===== src/rtl/core/dda_raycast_column_macros.svh =====
// ----------------------------------------------------------------------------
// dda_raycast_column_macros
// Assertion macros shared by the raycaster RTL.
// ----------------------------------------------------------------------------
`ifndef DDA_RAYCAST_COLUMN_MACROS_SVH
`define DDA_RAYCAST_COLUMN_MACROS_SVH
`ifndef SYNTHESIS
`define DDA_ASSERT_SAME(label, clk, rst_n, ante, cons) \
	label: assert property (@(posedge clk) disable iff (!rst_n) (ante) |-> (cons)) \
		else $error("raycaster check failed");
`define DDA_ASSERT_NEXT(label, clk, rst_n, ante, cons) \
	label: assert property (@(posedge clk) disable iff (!rst_n) (ante) |=> (cons)) \
		else $error("raycaster check failed");
`else
`define DDA_ASSERT_SAME(label, clk, rst_n, ante, cons)
`define DDA_ASSERT_NEXT(label, clk, rst_n, ante, cons)
`endif
`endif


===== src/rtl/core/dda_pkg.sv =====
// ----------------------------------------------------------------------------
// dda_pkg
// Shared widths, register codes, divider types and color helpers.
// ----------------------------------------------------------------------------
package dda_pkg;
	localparam int NUM_W  = 25;   // dividend width
	localparam int DEN_W  = 27;   // divisor width
	localparam int CNT_W  = 5;
	localparam int RX_W   = 27;   // ray component, signed Q.14
	localparam int CAM_W  = 26;
	localparam int DLT_W  = 33;   // delta incl. saturated 2^32
	localparam int SIDE_W = 42;
	localparam int POS_W  = 10;   // signed map cell coordinate
	localparam int DEPTH_W = 18;

	localparam logic [DLT_W-1:0]   DELTA_SAT = {1'b1, 32'd0};
	localparam logic [NUM_W-1:0]   DELTA_NUM = {1'b1, 24'd0};
	localparam logic [DEPTH_W-1:0] DEPTH_MAX = '1;

	localparam logic [2:0] REG_T1_NS = 3'd0;
	localparam logic [2:0] REG_T1_EW = 3'd1;
	localparam logic [2:0] REG_T2_NS = 3'd2;
	localparam logic [2:0] REG_T2_EW = 3'd3;
	localparam logic [2:0] REG_FOG   = 3'd4;

	localparam logic [7:0] FOG_MUL = 8'd120;

	typedef struct packed {
		logic             start;
		logic [NUM_W-1:0] num;
		logic [DEN_W-1:0] den;
	} div_req_t;

	typedef struct packed {
		logic             done;
		logic [NUM_W-1:0] quo;
	} div_rsp_t;

	function automatic logic [7:0] dim_chan(input logic [7:0] c);
		logic [15:0] p;
		p = c * FOG_MUL;
		return p[15:8];
	endfunction

	function automatic logic [23:0] dim_color(input logic [23:0] c);
		return {dim_chan(c[23:16]), dim_chan(c[15:8]), dim_chan(c[7:0])};
	endfunction
endpackage


===== src/rtl/core/dda_div.sv =====
// ----------------------------------------------------------------------------
// dda_div
// Restoring unsigned divider, one quotient bit per cycle.
// ----------------------------------------------------------------------------
module dda_div import dda_pkg::*; (
	input  logic     clk,
	input  logic     arst_n,
	input  div_req_t req,
	output div_rsp_t rsp
);
	logic [DEN_W-1:0] rem_q;
	logic [NUM_W-1:0] quo_q;
	logic [DEN_W-1:0] den_q;
	logic [CNT_W-1:0] cnt_q;
	logic             busy_q;
	logic             done_q;
	logic [DEN_W:0]   trial;
	logic             ge;

	assign trial = {rem_q, quo_q[NUM_W-1]};
	assign ge    = trial >= {1'b0, den_q};

	always_ff @(posedge clk or negedge arst_n) begin
		if (!arst_n) begin
			busy_q <= 1'b0;
			done_q <= 1'b0;
			cnt_q  <= '0;
		end else begin
			done_q <= 1'b0;
			if (req.start) begin
				busy_q <= 1'b1;
				cnt_q  <= CNT_W'(NUM_W);
			end else if (busy_q) begin
				cnt_q <= cnt_q - 1'b1;
				if (cnt_q == CNT_W'(1)) begin
					busy_q <= 1'b0;
					done_q <= 1'b1;
				end
			end
		end
	end

	always_ff @(posedge clk) begin
		if (req.start) begin
			rem_q <= '0;
			quo_q <= req.num;
			den_q <= req.den;
		end else if (busy_q) begin
			rem_q <= ge ? DEN_W'(trial - {1'b0, den_q}) : trial[DEN_W-1:0];
			quo_q <= {quo_q[NUM_W-2:0], ge};
		end
	end

	assign rsp.done = done_q;
	assign rsp.quo  = quo_q;
endmodule


===== config.mk =====
export PLATFORM = sky130hd
export DESIGN_NAME = dda_div
export DESIGN_NICKNAME = d
export VERILOG_FILES = /design/src/rtl/core/dda_raycast_column_macros.svh /design/src/rtl/core/dda_pkg.sv /design/src/rtl/core/dda_div.sv
export SDC_FILE = /design/constraint.sdc
export NUM_CORES = 1
export LEC_CHECK = 0
export BUFFER_PORTS_ARGS = -buffer_cell sky130_fd_sc_hd__buf_2
export CORE_AREA = 3 3 133 135
export CTS_BUF_LIST = sky130_fd_sc_hd__clkbuf_4 sky130_fd_sc_hd__clkbuf_8
export DETAILED_ROUTE_END_ITERATION = 8
export DIE_AREA = 0 0 136 138
export PLACE_DENSITY_LB_ADDON = 0.05
export SYNTH_ARGS = -nofsm -noshare
export SYNTH_HDL_FRONTEND = slang
export SYNTH_SLANG_ARGS = --single-unit

===== constraint.sdc =====
create_clock -name clk -period 6.4 [get_ports clk]
set_clock_uncertainty 0.15 [all_clocks]
set_input_delay 1.92 -clock clk [delete_from_list [all_inputs] [get_ports clk]]
set_output_delay 1.92 -clock clk [all_outputs]
set_load 0.01 [all_outputs]

==> summary.md <==
| Metric | Value |
|---|---|
| Outcome | `finished, final reports clean` |
| Total die area | `18800 um^2` |
| I/O Pins | `~80` |
| Port Buffer Count | `80` |
| Routed len/inst | `15.7 um` |
| Pin count of the biggest net entering global routing | `74` |
| Flop-to-flop setup slack | `2.74 ns` |
| Fmax | `264 MHz` |
| Final Max Tran Viols | `0` |
| Nets | `624` |
| Capture point of the worst reg-to-reg path | `rem_q[23]$_SDFFE_PP0P_` |
| Hold_sp | `rem_q[10]$_SDFFE_PP0P_` |
| Leak Pwr | `0.00251 uW` |
| Slew Limit Headroom | `0.365` |
| Clock slew at reported path FFs | `around 0.10 ns` |
| Worst setup path startpoint | `req[52]` |
| Syn_nets | `549` |
| Reg area | `2280 um^2` |
| Worst-Skew Late Latency | `0.39 ns` |
| FFs w/ async S/R, synth | `0.0814` |
| Vias/cell | `4.80` |
| Switching portion of total power | `0.406` |
| Min Tclk post-route | `3.79 ns` |
| Setup TNS | `0 ns` |
| Mapped cell area | `4940 um^2` |
| HP Class | `register to register` |
| Combinational Power Share | `0.468` |
| Drt total wl | `12000 um` |
| Reg2reg start | `quo_q[24]$_DFFE_PP_` |
| Yosys Warn Count | `0` |
| Post-synth top flop | `edfxtp_1` |
| Sw power | `approximately 900 uW` |
| Crit. End Element | `register` |
| Slew @ Worst Pin | `0.951 ns` |
| Multi-input combinational cell area | `2430 um^2` |
| DP Wirelength | `8560 um` |
| CTS Buf Count | `9` |
| Die Width | `136 um` |
| Die H | `approximately 140 um` |
| Placer Congestion | `0.812` |
| Number of H-tree levels | `3` |
| Crit path max fanout | `73` |
| First-pass GRT wire length | `19900 um` |
| Number of synthesized register bits | `between 80 and 90` |
| Dpl ws | `2.13 ns` |
| Post-CTS Setup Repair Bufs | `0` |
| WP data required | `6.50 ns` |
| Area growth syn-to-layout | `15.8%` |
| Antenna-violating nets left | `0` |
| Routed via count | `approximately 3700` |
| Clock power share | `0.174` |
| Reg2Reg Depth | `13` |
| Fin crit share | `0.592` |
| PostCTS Resize Cnt | `0` |
| Row count | `47` |
| Initial antenna violation count | `1` |
| EDFF count, synth | `52` |
| Commonest non-fill, non-tap cell in the layout | `buf_2` |
| Hold_buf cts | `0` |
| Worst setup path endpoint | `rem_q[1]$_SDFFE_PP0P_` |
| Vias in the first global route | `3792` |
| Commonest non-fill, non-tap cells in the layout | `buf_2 (80), edfxtp_1 (52), inv_1 (35), nand2_1 (33), nor2_1 (33)` |
| P_int | `1310 uW` |
| Initial cell density of the core | `0.298` |
| CP arrival | `3.89 ns` |
| Final worst slack | `2.61 ns` |
| TritonCTS clock tree | `done` |
| Remaining global-route overflow | `0` |
| Gr usage total | `0.134` |
| RSZ-0062 raised after global routing | `no` |
| Sequential power share | `0.357` |
| Pwr/cell area | `385 nW/um^2` |
| Core outline area | `16600 um^2` |
| Startpoint Class | `primary input` |
| Synth Instances | `roughly 460` |
| Synth cell types | `between 60 and 70` |
| Antenna fix cells | `0` |
| Synth Area per Inst | `10.7 um^2` |
| Setup CP Type | `primary input to register` |
| DRT iter0 DRCs | `106` |
| Layout cell share with drive strength beyond 1 | `0.256` |
| Final Setup Violations | `0` |
| Fill cells | `~1800` |
| Maximum root-to-sink buffer count | `2` |
| Clock root buffer | `clkbuf_8` |
| Final Hold Viols | `0` |
| # Max-Cap Violations | `0` |
| Worst-case vdd ir drop | `between 100 and 150 uV` |
| Post-synthesis sequential area ratio | `0.461` |
| Pre-antenna DRT Iters | `4` |
| Residual DRC | `0` |
| Clk sinks | `between 80 and 90` |
layer usage:
layer / track usage / share of wire / up-vias
li1: - / - / 1863
met5: 0 / 0.00058 / -
met4: 0.0318 / 0.012 / 2
met1: 0.183 / 0.49 / 1716
met2: 0.203 / 0.44 / 71
met3: 0.0487 / 0.059 / 13
layout make-up:
type / instances / share of cell area
Clock buffer: 9 / 0.0216
Multi-Input combinational cell: 323 / 0.424
Sequential cell: 86 / 0.398
Timing Repair Buffer: 83 / 0.0739
Tap cell: 220 / 0.0481
Clock inverter: 7 / 0.0105
Inverter: 36 / 0.0236
worst min path at each step:
stage                     slack, ns  cells after the start                     end
final                          0.36                      2  rem_q[10]$_SDFFE_PP0P_
after floorplan                0.31                      2  rem_q[21]$_SDFFE_PP0P_
after detailed placement       0.35                      2  rem_q[10]$_SDFFE_PP0P_
after global placement         0.34                      2   rem_q[2]$_SDFFE_PP0P_
after CTS                      0.36                      2  rem_q[10]$_SDFFE_PP0P_
after global routing           0.38                      2  rem_q[12]$_SDFFE_PP0P_
critical path, stage by stage:
cell and delay [ns]:
buf_2 0.09, buf_4 0.68, clkinv_1 0.58, nand2_1 0.29, or3_1 0.13, o311ai_0 0.12
power groups by stage:
stage | Sequential, uW | Clock, uW | Combinational [uW]
after CTS | 790 | 411 | 1040
after detailed placement | 801 | 0 | 1030
after global routing | 808 | 425 | 1160
after global placement | 804 | 0 | 1040
final | 787 | 384 | 1030
after floorplan | 786 | 0 | 819
stage by stage:
stage	utilization	hold slack, ns	instances	power (uW)	instance area, um^2
finish	0.345	0.357	764	2200	5720
global route	0.345	0.381	764	2390	5720
CTS	0.345	0.360	764	2240	5720
detailed placement	0.334	0.345	748	1830	5540
global placement	0.334	0.344	748	1840	5540
floorplan	-	0.314	464	1610	4940
Yosys cell counts (3+ instances only):
cell type | n | area, um^2
nand4_1 | 5 | 31.3
nor3_1 | 6 | 30.0
or3_1 | 3 | 18.8
a31oi_1 | 5 | 31.3
o21a_1 | 3 | 22.5
nor2_1 | 33 | 124
mux2_2 | 25 | 282
o21ai_0 | 11 | 55.1
inv_1 | 35 | 131
ha_1 | 29 | 363
edfxtp_1 | 52 | 1560
nor3b_1 | 3 | 22.5
o211ai_2 | 3 | 37.5
dfrtp_1 | 7 | 175
a32oi_1 | 3 | 26.3
xor2_1 | 12 | 105
nand3_1 | 10 | 50.1
a211oi_1 | 18 | 135
dfxtp_1 | 27 | 541
a21oi_1 | 22 | 110
and2_1 | 3 | 18.8
xnor2_1 | 15 | 131
mux2i_1 | 18 | 180
clkbuf_1 | 13 | 48.8
a21o_1 | 13 | 97.6
nand2_1 | 33 | 124
and3_1 | 4 | 25.0
registers in the layout (all words and copies together), names as in the netlist:
signal  flops
cnt_q       5
done_q      1
quo_q      25
den_q      27
rem_q      27
busy_q      1
cells by family (layout without fill, tap and decap cells):
| group | count (synthesis) | count (layout) | share of synthesized area |
|---|---|---|---|
| and+or+nand+nor | 113 | 113 | 0.110 |
| AOI/OAI and AO/OA | 110 | 110 | 0.162 |
| DFF | 86 | 86 | 0.461 |
| buffers and inverters | 55 | 135 | 0.0483 |
| muxes | 43 | 43 | 0.0934 |
| adders and majority gates | 30 | 30 | 0.0774 |
| xor gates and xnor gates | 27 | 27 | 0.0478 |
Power figures use the tool's default switching activity.
